===== src/design/aps_pkg.sv =====
// Shared types and sizes for the arrival/priority schedule timing block.
// Used by the sort chain, the request queue, the scheduler and the top level.
package aps_pkg;
  localparam int MAX_PROCESSES = 64;
  localparam int CNT_W = $clog2(MAX_PROCESSES + 1);

  typedef struct packed {
    logic [15:0] arrival;
    logic [15:0] burst;
    logic [7:0]  prio;
    logic [6:0]  number;
  } rec_t;

  // One scheduled request handed from the front to the back.
  typedef struct packed {
    rec_t rec;
    logic ovf;
    logic first;
    logic last;
  } sched_req_t;
endpackage


===== src/design/aps_queue.sv =====
// Two-entry request queue between the front and the back part.
// Depends on aps_pkg for the request type.
module aps_queue import aps_pkg::*; (
  input  logic       clk,
  input  logic       rst,
  input  logic       wr,
  input  sched_req_t wr_data,
  output logic       q_full,
  input  logic       rd,
  output logic       q_empty,
  output sched_req_t rd_data
);
  sched_req_t mem [2];
  logic wp, rp;
  logic [1:0] level;

  assign q_full = (level == 2'd2);
  assign q_empty = (level == 2'd0);
  assign rd_data = mem[rp];

  always_ff @(posedge clk) begin
    if (wr && !q_full) mem[wp] <= wr_data;
    if (rst) begin
      wp <= 1'b0;
      rp <= 1'b0;
      level <= '0;
    end else begin
      if (wr && !q_full) wp <= ~wp;
      if (rd && !q_empty) rp <= ~rp;
      level <= 2'(level + (wr && !q_full) - (rd && !q_empty));
    end
  end
endmodule


===== config.mk =====
export PLATFORM = sky130hd
export DESIGN_NAME = aps_queue
export DESIGN_NICKNAME = d
export VERILOG_FILES = /design/src/design/aps_pkg.sv /design/src/design/aps_queue.sv
export SDC_FILE = /design/constraint.sdc
export NUM_CORES = 1
export LEC_CHECK = 0
export BUFFER_PORTS_ARGS = -buffer_cell sky130_fd_sc_hd__buf_2
export CAP_MARGIN = 30
export CELL_PAD_IN_SITES_DETAIL_PLACEMENT = 0
export CELL_PAD_IN_SITES_GLOBAL_PLACEMENT = 1
export CORE_MARGIN = 5
export CORE_UTILIZATION = 45
export CTS_BUF_LIST = sky130_fd_sc_hd__clkbuf_4 sky130_fd_sc_hd__clkbuf_8
export DETAILED_ROUTE_END_ITERATION = 8
export GPL_TIMING_DRIVEN = 0
export PLACE_DENSITY = 0.88
export SYNTH_ARGS = -nofsm -noshare
export SYNTH_HDL_FRONTEND = slang
export SYNTH_SLANG_ARGS = --single-unit

===== constraint.sdc =====
create_clock -name clk -period 5.6 [get_ports clk]
set_input_delay 0.84 -clock clk [delete_from_list [all_inputs] [get_ports clk]]
set_output_delay 0.84 -clock clk [all_outputs]
set_load 0.02 [all_outputs]

After elaboration in Yosys (flattened, before gate mapping):

Memories as Yosys holds them, arrays and structs flattened. A register that Yosys moved wholly into a read port is not among the register bits.
Cells that the tools add are included.
Widths: inputs -> output; s select.

* memories: 1
* logic and storage cells: 18
* bits in writable memories: 100
* output and inout port bits: 52
* flip-flop bits (word level): 4

Memories
* mem: depth 2, bits a word 50, rd ports 1, clocked after memory_dff 1, write ports 1, line aps_queue.sv:13 `sched_req_t mem [2];`

* mux-type cells: 4
* equal/unequal tests: 1
* bitwise gates (word level): 2
* reductions and logical operators: 5
* $add $sub $neg: 2

Operators by type and width (number)
* $mux 1: 4
* $add 2x1->2: 1
* $eq 2x2->1 const B: 1
* $logic_and 1x1->1: 2
* $logic_not 1->1: 2
* $logic_not 2->1: 1
* $not 1->1: 2
* $sub 2x1->2: 1

Depth between registers and ports, before layout:

* depth after elaboration: 5
* depth in mapped cells: 8

Least setup slack after synthesis:

No wires, ideal clock.

* kind: input port to flip-flop
* start point: input port wr
* end point: memory mem[0][0] (netlist bit), enable pin
* buffers on the path: 0
* data required time: 5196 ps
* setup slack: 2980 ps
* data arrival time: 2216 ps
* library setup time: 404 ps
* stages: 3
* cells stage by stage: inv_1 -> or3_1 -> inv_1

* word-level cells in the longest chain between the ends: 3

Ends and longest elaborated chain
* start, declared: line aps_queue.sv:6 `input logic wr,`
* $logic_and 1x1->1: line aps_queue.sv:22 `if (wr && !q_full) mem[wp] <= wr_data;`
* $mux 1: line aps_queue.sv:22
* $mux 1 (implied by the code): line aps_queue.sv:22
* end, declared: line aps_queue.sv:13

No other way between the ends.

==> impl_results.md <==
- CP Max Fanout: 10
- Yosys top cell by area: edfxtp_1
- PortBufs: 105
- Worst Max-Slew Pin Slew: 501 ps
- RSZ-0062 raised after global routing: false
- CP required: 4760 ps
- DRC: 0
- Initial antenna violation count: 0
- Max_cap viols: 0
- Routed vias: 2001
- First-pass GRT wire length: 10300 um
- Worst Path Arrival: 1680 ps
- Initial DRC Count: 78
- Worst r2r src: level[0]
- Largest cells by area after synthesis: edfxtp_1 (78%), mux2_2 (14%), dfxtp_1 (2.6%)
- Post-route clock period utilization: 45.0%
- Post-CTS Hold Fix Bufs: 0
- Later-pin clock latency in the skew report: 350 ps
- Syn avg cell area: 20.9 um2
- Nets@finish: 357
- Critical Path Max Stage Delay: 370 ps
- Fin. Hold Viols: 0
- RD Place Congestion: 0.746
- Cell depth of the worst flop-to-flop path: 5
- CTS Buffer Depth: 2
- Resized cells post-CTS: 0
- Starting Density: 46.4%
- Critical path's top delay family: buffers and inverters
- PD cells: 461 nW/um2
- Row cnt: 33
- Final TNS setup: 0 ps
- Endpoint of the worst hold path: wp
- Maximum clock frequency: 397 MHz
- Layout Area Growth over Synthesis: 23.6%
- Vias/cell: 4.87
- Most frequent cells in the layout: buf_2 (110), edfxtp_1 (100), mux2_2 (46), clkbuf_8 (10), dfxtp_1 (5)
- Fraction of layout cells with a size suffix above 1: 58.2%
- Worst vdd ir: 339 uV
- Internal power: 1.50 mW
- Worst setup EP type: primary output
- Async set-or-reset flop fraction in the synthesized netlist: 0%
- Clk sink count: 105
- HP Class: register to register
- Crit-path cells: clkbuf_1 -> buf_2 -> mux2_2 -> buf_2
- Final setup fails: 0
- Sequential share of power: 47.2%
- H-tree depth: 3
- Setup bufs post-CTS: 0
- Total wire length: 6680 um
- Hold Path Stages: 2
- RR Endpoint: mem[0][40]
- DIE AREA: 10500 um2
- Clock Pin Slew Worst Setup and Hold Paths: 90 ps
- Outcome: complete, no violations
- Die X: 102 um
- Gate Count Post-Synth: 183
- Filler cells: 674
- Worst path most repeated cell: buf_2
- Inserted Diodes: 0
- Vias in the first global route: 2122
- Type of the worst setup path: register to primary output
- WP buf/inv: 3
- Synthesized Nets: 239
- Synth warn: 0
- Ys flop type: edfxtp_1
- Share of the synthesized area in the top cell type: 78.4%
- Pre-Repair DR Iteration Count: 4
- Antenna-violating nets left: 0
- Startpoint types: register
- Total CTS buffers: 9
- Sw Share: 31.0%
- Post-synth EDFFs: 100
- Worst slew margin: 66.6%
- Placed cells: 395
- Largest net degree at the start of global routing: 34
- CP max stage cell: mux2_2
- Worst reg-to-reg setup slack: 3730 ps
- GR Overflow Total: 0
- Post-synthesis register bit count: 105
- Seq/Total Area, Yosys: 81.0%
- Post-route insts no fill: 411
- Skew final: 9.67 ps
- Most common cell after layout, fill and taps aside: buf_2
- Mapped Area: 3830 um2
- Core area: 8260 um2
- Post-layout min period: 2520 ps
- Unique masters post-synth: 22
- Wire per inst: 16.3 um
- Clock network fraction of total power: 21.5%
- Comb pwr share: 31.3%
- Die Y: 102 um
- Max Slew Vio Count: 0
- Total track usage: 13.2%
- Boundary pin count: 106
- Total chip power: 2.18 mW
- Hold Crit Start: wp
- Leakage power: 1.80 nW
- Clock root cell: clkbuf_8
- DPL Wire Length: 4620 um
- TritonCTS clock tree: yes
- Sw power: 0.677 mW
==> sequential cells by signal, indices dropped and copies added (netlist names), named ones only <==
| signal | count |
|---|---|
| mem | 100 |
| wp | 1 |
| rp | 1 |
| level | 2 |
==> cells in the mapped netlist (2+ instances only) <==
cell	count
buf_2	5
dfxtp_1	5
edfxtp_1	100
ha_1	2
inv_1	3
mux2_1	4
mux2_2	46
nor2_1	4
==> worst register-to-register path, cell delays in order (launching register included) <==
cell	delay (ps)
dfxtp_1	380
nand2b_2	160
inv_2	40
or3_1	350
inv_2	350
buf_12	270
==> per-stage QoR <==
step | utilization, % | area, um2 | hold slack [ps] | setup WS (ps)
floorplan | - | 3830 | 451 | 2980
finish | 57.3 | 4730 | 514 | 3080
global placement | 54.3 | 4490 | 465 | 2320
CTS | 57.3 | 4730 | 506 | 3020
detailed placement | 54.8 | 4530 | 493 | 3260
global route | 57.3 | 4730 | 525 | 2970
==> power by group through the flow <==
| stage | clock network [mW] | logic, mW | registers, mW |
|---|---|---|---|
| floorplan | 0 | 0.471 | 1.04 |
| CTS | 0.482 | 0.701 | 1.03 |
| finish | 0.469 | 0.683 | 1.03 |
| global placement | 0 | 0.675 | 1.05 |
| detailed placement | 0 | 0.696 | 1.05 |
| global route | 0.513 | 0.737 | 1.04 |
==> worst max-delay path by stage <==
stage	start	to	slack (ps)	cells past startpoint
3_3_place_gp	wr	mem[0][1]	2320	4
4_1_cts	register	rd_data[10]	3020	4
2_1_floorplan	wr	mem[0][0]	2980	3
5_1_grt	register	rd_data[25]	2970	4
3_5_place_dp	wr	mem[0][1]	3260	5
6_report	register	rd_data[38]	3080	4
==> logic make-up after synthesis <==
group           after synthesis  synth area share, %
compound gates                3                0.457
xor+xnor                      2                0.458
fa+ha+maj                     2                0.653
buf+inv                      10                 1.14
flops                       105                 81.0
mux                          50                 14.7
simple gates                 11                 1.54
==> metal layers <==
layer	vias up	track usage [%]	routed length, um
met2	65	23.5	3500
met1	988	14.9	2610
li1	940	-	-
met3	8	3.75	479
met5	-	0	0
met4	0	5.45	91
==> final cells by class <==
| type | count | area [um2] | share of cell area, % |
|---|---|---|---|
| Sequential cell | 105 | 3100 | 65.6 |
| Buffer | 6 | 28.8 | 0.608 |
| Clock buffer | 12 | 153 | 3.23 |
| Multi-Input combinational cell | 68 | 682 | 14.4 |
| Timing Repair Buffer | 107 | 566 | 12.0 |
| Inverter | 4 | 15.0 | 0.317 |
| Tap cell | 105 | 131 | 2.78 |
| Clock inverter | 4 | 53.8 | 1.14 |
Note: power is estimated with default switching activity, not from simulation.
