[config.mk]
export PLATFORM = sky130hd
export DESIGN_NAME = aps_sched
export DESIGN_NICKNAME = d
export VERILOG_FILES = /design/src/design/aps_pkg.sv /design/src/design/aps_sched.sv
export SDC_FILE = /design/constraint.sdc
export NUM_CORES = 1
export LEC_CHECK = 0
export BUFFER_PORTS_ARGS = -buffer_cell sky130_fd_sc_hd__buf_2
export CORE_AREA = 3 3 110 112
export DETAILED_ROUTE_END_ITERATION = 8
export DIE_AREA = 0 0 113 115
export PLACE_DENSITY = 0.78
export REMOVE_ABC_BUFFERS = 1
export SETUP_SLACK_MARGIN = 0.1
export SLEW_MARGIN = 20
export SYNTH_ARGS = -nofsm -noshare
export SYNTH_HDL_FRONTEND = slang
export SYNTH_SLANG_ARGS = --single-unit
export TNS_END_PERCENT = 30
[constraint.sdc]
create_clock -name clk -period 18.3 [get_ports clk]
set_clock_uncertainty 0.15 [all_clocks]
set_input_delay 1.83 -clock clk [delete_from_list [all_inputs] [get_ports clk]]
set_output_delay 1.83 -clock clk [all_outputs]
set_load 0.05 [all_outputs]
[src/design/aps_pkg.sv]
// Shared types and sizes for the arrival/priority schedule timing block.
// Used by the sort chain, the request queue, the scheduler and the top level.
package aps_pkg;
  localparam int MAX_PROCESSES = 64;
  localparam int CNT_W = $clog2(MAX_PROCESSES + 1);

  typedef struct packed {
    logic [15:0] arrival;
    logic [15:0] burst;
    logic [7:0]  prio;
    logic [6:0]  number;
  } rec_t;

  // One scheduled request handed from the front to the back.
  typedef struct packed {
    rec_t rec;
    logic ovf;
    logic first;
    logic last;
  } sched_req_t;
endpackage

[src/design/aps_sched.sv]
// Back part: runs sorted requests one after another and holds one timed result.
// Depends on aps_pkg.
module aps_sched import aps_pkg::*; (
  input  logic        clk,
  input  logic        rst,
  input  logic        q_empty,
  input  sched_req_t  q_data,
  output logic        q_rd,
  output logic        empty,
  input  logic        pop,
  output logic [6:0]  process_number,
  output logic [15:0] arrival_out,
  output logic [21:0] waiting_time,
  output logic [22:0] turnaround_time,
  output logic        overflow_flag,
  output logic        last_result
);
  logic out_valid;
  logic [22:0] finish_time;
  logic [22:0] start, arr23;
  logic [22:0] wait_full;

  assign empty = !out_valid;
  assign q_rd = !q_empty && (!out_valid || pop);
  assign arr23 = 23'(q_data.rec.arrival);
  assign start = (q_data.first || finish_time < arr23) ? arr23 : finish_time;
  assign wait_full = start - arr23;

  always_ff @(posedge clk) begin
    if (q_rd) begin
      process_number <= q_data.rec.number;
      arrival_out <= q_data.rec.arrival;
      waiting_time <= wait_full[21:0];
      turnaround_time <= 23'(wait_full + 23'(q_data.rec.burst));
      overflow_flag <= q_data.ovf;
      last_result <= q_data.last;
    end
    if (rst) begin
      out_valid <= 1'b0;
      finish_time <= '0;
    end else begin
      if (q_rd) begin
        out_valid <= 1'b1;
        finish_time <= 23'(start + 23'(q_data.rec.burst));
      end else if (pop) begin
        out_valid <= 1'b0;
      end
    end
  end
endmodule
# Word-level counts from Yosys, hierarchy flattened
# Index checks and enable logic that the tools add are counted.
# op_classes
add_sub_neg	3
order_cmp	1
muxes	3
reduce_logical	6
# ops
operator	n
$add A23 B16 Y23	2
$lt A23 B16 Y1	1
$mux W23	1
$sub A23 B16 Y23	1
$logic_not A1 Y1	2
$logic_or A1 B1 Y1	2
$mux W1	2
$reduce_bool A2 Y1	1
$logic_and A1 B1 Y1	1
# word_totals
regBits	94
output_inout_bits	72

# Longest topological paths before layout
# depth
word_depth	5
ltp_mapped	28
depth_no_buf	26

# Worst setup path before layout
# Ideal clock, no wire load.
# synth_path
path_type	input to register
startpoint	input port q_data[48] (netlist name)
endpoint	register turnaround_time[15] (data pin)
setup_time_ns	0.258
arrival_time_ns	6.700
required_ns	17.892
setup_slack_ns	11.191
path_stages	27
path_buffers	2
path_cell_list	inv_1 -> ha_1 -> a21o_1 -> a2111oi_2 -> o31ai_1 -> a311o_1 -> and2_4 -> buf_6 -> clkbuf_1 -> nand2_1 -> o21ai_0 -> ha_1 -> o21a_1 -> o31a_1 -> o21ai_0 -> nor2b_1 -> xnor2_1 -> ha_1 -> o21a_1 -> or2_2 -> o2111ai_1 -> a21boi_0 -> o311a_1 -> o31ai_1 -> nand2b_1 -> a21oi_1 -> xnor2_1
# synth_via
elab_chain_len	5
# synth_lines
element	line	source
start, declared	aps_sched.sv:7	input sched_req_t q_data,
$lt A23 B16 Y1	aps_sched.sv:26	assign start = (q_data.first || finish_time < arr23) ? arr23 : finish_time;
$logic_or A1 B1 Y1	aps_sched.sv:26	
$mux W23	aps_sched.sv:26	
$sub A23 B16 Y23	aps_sched.sv:27	assign wait_full = start - arr23;
net wait_full[5]	aps_sched.sv:21	logic [22:0] wait_full;
$add A23 B16 Y23	aps_sched.sv:34	turnaround_time <= 23'(wait_full + 23'(q_data.rec.burst));
end signal, assigned	aps_sched.sv:34	
end, declared	aps_sched.sv:14	output logic [22:0] turnaround_time,
# The timed path passes the listed nets, and every way through them passes these cells.
# A chain may end at the register's enable or synchronous reset.

# Worst setup path in the final report
# layout_path
startpoint	input port q_data[48] (netlist name)
endpoint	register turnaround_time[22] (data pin)
# Same word-level chain as after synthesis.

==> results list <==
* Status: finished, final reports clean
- Detailed placement ended at an HPWL of 10.62 mm.
- Minimum setup slack in the final design: 10.55 ns
* Proportion of synthesized area in mux cells: 0.1647%
- H-tree depth reported by CTS: 3
- The via count of the first global-routing pass was 4909.
* Effective utilization at floorplan: 53.69%
- Setup violations remaining at the end of the flow were counted as 0.
- The min-delay analysis places its worst path in the category reg2reg.
- Area Overhead vs Synth: 16.26%
- In this run the cell area measured after placement is 6790 µm².
- Derived from the worst setup path, the maximum achievable clock frequency is 129.0 MHz.
- Core area: 11320 µm²
* Final Cycle Share: 42.34%
- After detailed routing, the number of vias per cell comes to 5.759.
- After synthesis, the netlist uses 58 different library cells.
* Portion of the post-synthesis area used by sequential elements: 42.49%
- Clock-pin slew was measured on the worst setup and hold paths at 0.07 ns.
* Final-report hold violation count: 0
- The longest clock path from root to sink contains 2 buffers.
* Post-synth EDFFs: 70
- Worst supply voltage drop on vdd: 0.06685 mV
- Critical path launch point type: input port
* CTS Buf Count: 9
- Average wire length per cell after detail routing: 15.93 µm
- Internal reg-to-reg setup slack: 11.73 ns
- STA classifies the critical path endpoint as a flop.
- In this run the power density over the cells is 122.8 nW/µm².
* Synth async-reset ratio: 0%
- Summing the areas of all compound-gate instances in the mapped netlist gives 19.33% of the synthesized area.
- Final weighted congestion of routability-driven global placement: 0.9090
* Time the final worst path needs with I/O delays and setup: 7.749 ns
- Main combinational cell family by area after synthesis: compound AO/OA/AOI/OAI gates
- The cell count after synthesis came out at 619.
* Wire length of the first global-routing pass: 22.93 mm
- Global routing finished with a remaining overflow of 0.
- Summing the areas of all fa, ha and maj instances in the mapped netlist gives 13.96% of the synthesized area.
- Post-CTS timing repair inserted 0 buffers for setup.
* Top-level I/O count: 126
- TritonRoute pass-1 iters: 5
- In this run the tool buffered the top-level ports with 117 buffer cells.
* Pin count of the biggest net entering global routing: 57
- Height of the die: 115 µm
- The analysis attributes to cell leakage a power of 3.042 nW.
- Setup repair after global routing missed its margin: false
- Post-Synth XOR/XNOR Area: 6.608%
* Initial antenna violation count: 0
* Synth Register Bits: 94
- In the final timing run, aggregate negative setup slack is 0 ns.
- Number of DRC markers after the initial detailed-route iteration: 329
- Number of hold buffers added after CTS: 0
- Root cell of the clock tree: sky130_fd_sc_hd__clkbuf_16
- Clock tree sinks: 94
* Data arrival time of the worst path: 7.69 ns
- Cell area after synthesis: 6078 µm²
* Overall die width: 113 µm
* Number of routed nets with antenna violations: 0
- Summed over all layers, the routed wires come to 14.05 mm.
* Req. time, crit path: 18.24 ns
* CTS tree: built
- After detailed routing, the number of remaining DRC violations is 0.
- Max Slew Vio Count: 0
- The initialized floorplan defines 39 standard-cell rows.
- After filler insertion, the fill cell instance count of the layout stands at 977.
* Layout cells sized above 1: 19.35%
- Critical setup path kind: in2reg
- Source-to-sink clock delay at the later pin of the worst-skew pair: 0.34 ns
* Worst-path fanout max: 41
- Place WS: 10.24 ns
- Worst slew margin relative to its limit: 32.50%
- In this run, post-CTS repair resized a total of 0 instances.
- The routed layout has 5079 vias.
- Synthesis warning total: 0
* Main flop type after synthesis: sky130_fd_sc_hd__edfxtp_1
- The number of antenna diodes in the final layout is 0.
- Total routing usage reported by global routing: 21.66%
- At the pin with the least slew margin, the transition time is 1.012 ns.
* Overall die area: 13000 µm²
- Max-cap violations: 0
* Syn avg cell area: 9.820 µm²
- In the final design database the tool counted 854 nets.
* Fin area: 7067 µm²
- Of the total synthesized cell area, the portion taken by AND, OR, NAND and NOR gates is 14.41%.
placed cells by master (no fill, tap or decap), types with 3 or more instances in the layout:
cell type,count
sky130_fd_sc_hd__o211ai_1,5
sky130_fd_sc_hd__nand4_1,6
sky130_fd_sc_hd__clkbuf_16,9
sky130_fd_sc_hd__a21boi_0,3
sky130_fd_sc_hd__and2_1,4
sky130_fd_sc_hd__or2_2,3
sky130_fd_sc_hd__fa_1,3
sky130_fd_sc_hd__dfxtp_1,24
sky130_fd_sc_hd__or3_1,11
sky130_fd_sc_hd__nor2b_1,4
sky130_fd_sc_hd__and3_1,4
sky130_fd_sc_hd__nand2_1,65
sky130_fd_sc_hd__xnor2_1,33
sky130_fd_sc_hd__a21oi_1,48
sky130_fd_sc_hd__o21a_1,13
sky130_fd_sc_hd__o2111ai_1,4
sky130_fd_sc_hd__inv_1,32
sky130_fd_sc_hd__o21ai_0,39
sky130_fd_sc_hd__o31a_1,3
sky130_fd_sc_hd__ha_1,63
sky130_fd_sc_hd__o31ai_1,5
sky130_fd_sc_hd__nor2_1,48
sky130_fd_sc_hd__xor2_1,11
sky130_fd_sc_hd__or4_1,3
sky130_fd_sc_hd__a31oi_1,5
sky130_fd_sc_hd__edfxtp_1,70
sky130_fd_sc_hd__o21bai_1,6
sky130_fd_sc_hd__a211oi_1,9
sky130_fd_sc_hd__nand3_1,15
sky130_fd_sc_hd__nor3_1,11
sky130_fd_sc_hd__buf_2,117
sky130_fd_sc_hd__nand2b_1,8
sky130_fd_sc_hd__a21o_1,14
power breakdown:
group | leakage (nW) | internal, mW | total [mW] | switching [mW]
logic | 2.04 | 0.130 | 0.401 | 0.271
registers | 0.872 | 0.281 | 0.292 | 0.0108
clock network | 0.130 | 0.0958 | 0.175 | 0.0793
cells in the mapped netlist (3+ instances only):
cell type	number	area [µm²]
sky130_fd_sc_hd__o2111ai_1	4	35.03
sky130_fd_sc_hd__o31a_1	3	26.28
sky130_fd_sc_hd__o21bai_1	6	45.04
sky130_fd_sc_hd__o21a_1	13	97.59
sky130_fd_sc_hd__or2_2	3	18.77
sky130_fd_sc_hd__o21ai_0	39	195.2
sky130_fd_sc_hd__nor2_1	48	180.2
sky130_fd_sc_hd__nor3_1	11	55.05
sky130_fd_sc_hd__nand3_1	15	75.07
sky130_fd_sc_hd__xnor2_1	33	289.0
sky130_fd_sc_hd__fa_1	3	60.06
sky130_fd_sc_hd__nand2b_1	8	50.05
sky130_fd_sc_hd__clkbuf_1	12	45.04
sky130_fd_sc_hd__o211ai_1	5	37.54
sky130_fd_sc_hd__nand2_1	65	244.0
sky130_fd_sc_hd__a21boi_0	3	22.52
sky130_fd_sc_hd__a21o_1	14	105.1
sky130_fd_sc_hd__and3_1	4	25.02
sky130_fd_sc_hd__xor2_1	11	96.34
sky130_fd_sc_hd__ha_1	63	788.3
sky130_fd_sc_hd__a211oi_1	9	67.56
sky130_fd_sc_hd__nor2b_1	4	25.02
sky130_fd_sc_hd__edfxtp_1	70	2102
sky130_fd_sc_hd__inv_1	33	123.9
sky130_fd_sc_hd__a31oi_1	5	31.28
sky130_fd_sc_hd__nand4_1	6	37.54
sky130_fd_sc_hd__and2_1	4	25.02
sky130_fd_sc_hd__dfxtp_1	24	480.5
sky130_fd_sc_hd__or3_1	11	68.82
sky130_fd_sc_hd__or4_1	3	22.52
sky130_fd_sc_hd__a21oi_1	48	240.2
sky130_fd_sc_hd__o31ai_1	5	37.54
cell type report:
class | instances | area, µm² | share of cell area (%)
clock buffers | 11 | 242.7 | 3.435
repair buffers | 118 | 593.1 | 8.392
multi-input cells | 478 | 3311 | 46.85
flip-flops and latches | 94 | 2582 | 36.54
well taps | 143 | 178.9 | 2.532
inverters | 33 | 125.1 | 1.771
clock inverters | 5 | 33.78 | 0.4780
cell families after synthesis:
logic type / after synthesis
AO/OA/AOI/OAI: 178
XOR/XNOR: 45
adder cells (fa/ha/maj): 66
buffers and inverters: 47
flip-flops: 94
multiplexers: 1
AND/OR/NAND/NOR: 188
stage by stage:
step | utilization (%) | cells | hold WS (ns) | power (mW)
after floorplan | - | 605 | 0.2884 | 0.6093
after global placement | 59.98 | 866 | 0.3072 | 0.6840
after detailed placement | 59.98 | 866 | 0.3137 | 0.6942
after CTS | 62.42 | 882 | 0.3232 | 0.8706
after global routing | 62.42 | 882 | 0.3381 | 0.9174
final | 62.42 | 882 | 0.3200 | 0.8678
sequential cells by signal (all words and copies together) (netlist names):
register	count
finish_time	23
turnaround_time	23
waiting_time	22
arrival_out	16
process_number	7
last_result	1
out_valid	1
overflow_flag	1
worst paths after layout:
kind	start	end	cells past startpoint
max	q_data[48]	turnaround_time[22]$_DFFE_PP_	26
min	finish_time[0]$_SDFFE_PP0P_	finish_time[0]$_SDFFE_PP0P_	2
max reg2reg	finish_time[16]$_SDFFE_PP0P_	turnaround_time[22]$_DFFE_PP_	23
min reg2reg	finish_time[0]$_SDFFE_PP0P_	finish_time[0]$_SDFFE_PP0P_	2
critical path, stage by stage:
cell and delay [ns]:
sky130_fd_sc_hd__buf_2 0.09, sky130_fd_sc_hd__inv_1 0.07, sky130_fd_sc_hd__ha_1 0.31, sky130_fd_sc_hd__a21o_1 0.19, sky130_fd_sc_hd__a2111oi_2 0.36, sky130_fd_sc_hd__o31ai_1 0.13
sky130_fd_sc_hd__a311o_1 0.36, sky130_fd_sc_hd__and2_4 0.32, sky130_fd_sc_hd__nor2_1 0.13, sky130_fd_sc_hd__a21o_1 0.18, sky130_fd_sc_hd__inv_1 0.08, sky130_fd_sc_hd__fa_1 0.43
sky130_fd_sc_hd__nand2b_1 0.18, sky130_fd_sc_hd__a21oi_1 0.26, sky130_fd_sc_hd__nor2_1 0.10, sky130_fd_sc_hd__xnor2_1 0.15, sky130_fd_sc_hd__ha_1 0.21, sky130_fd_sc_hd__or3_1 0.42
sky130_fd_sc_hd__a21oi_1 0.20, sky130_fd_sc_hd__o21ai_0 0.19, sky130_fd_sc_hd__a2111oi_0 0.74, sky130_fd_sc_hd__o31ai_1 0.25, sky130_fd_sc_hd__nand3_1 0.14, sky130_fd_sc_hd__nand2_1 0.15
sky130_fd_sc_hd__nand4_1 0.15, sky130_fd_sc_hd__xor2_1 0.07
per-layer routing:
metal	vias to the layer above	track usage (%)	part of all wire (%)	wire length, µm
met3	24	2.579	4.8	673
met1	2384	28.67	45	6269
met4	0	8.734	2.1	297
met2	144	36.45	48	6811
li1	2527	-	-	-
met5	-	0	0	0
No activity file was read; power rests on OpenSTA's default activity.
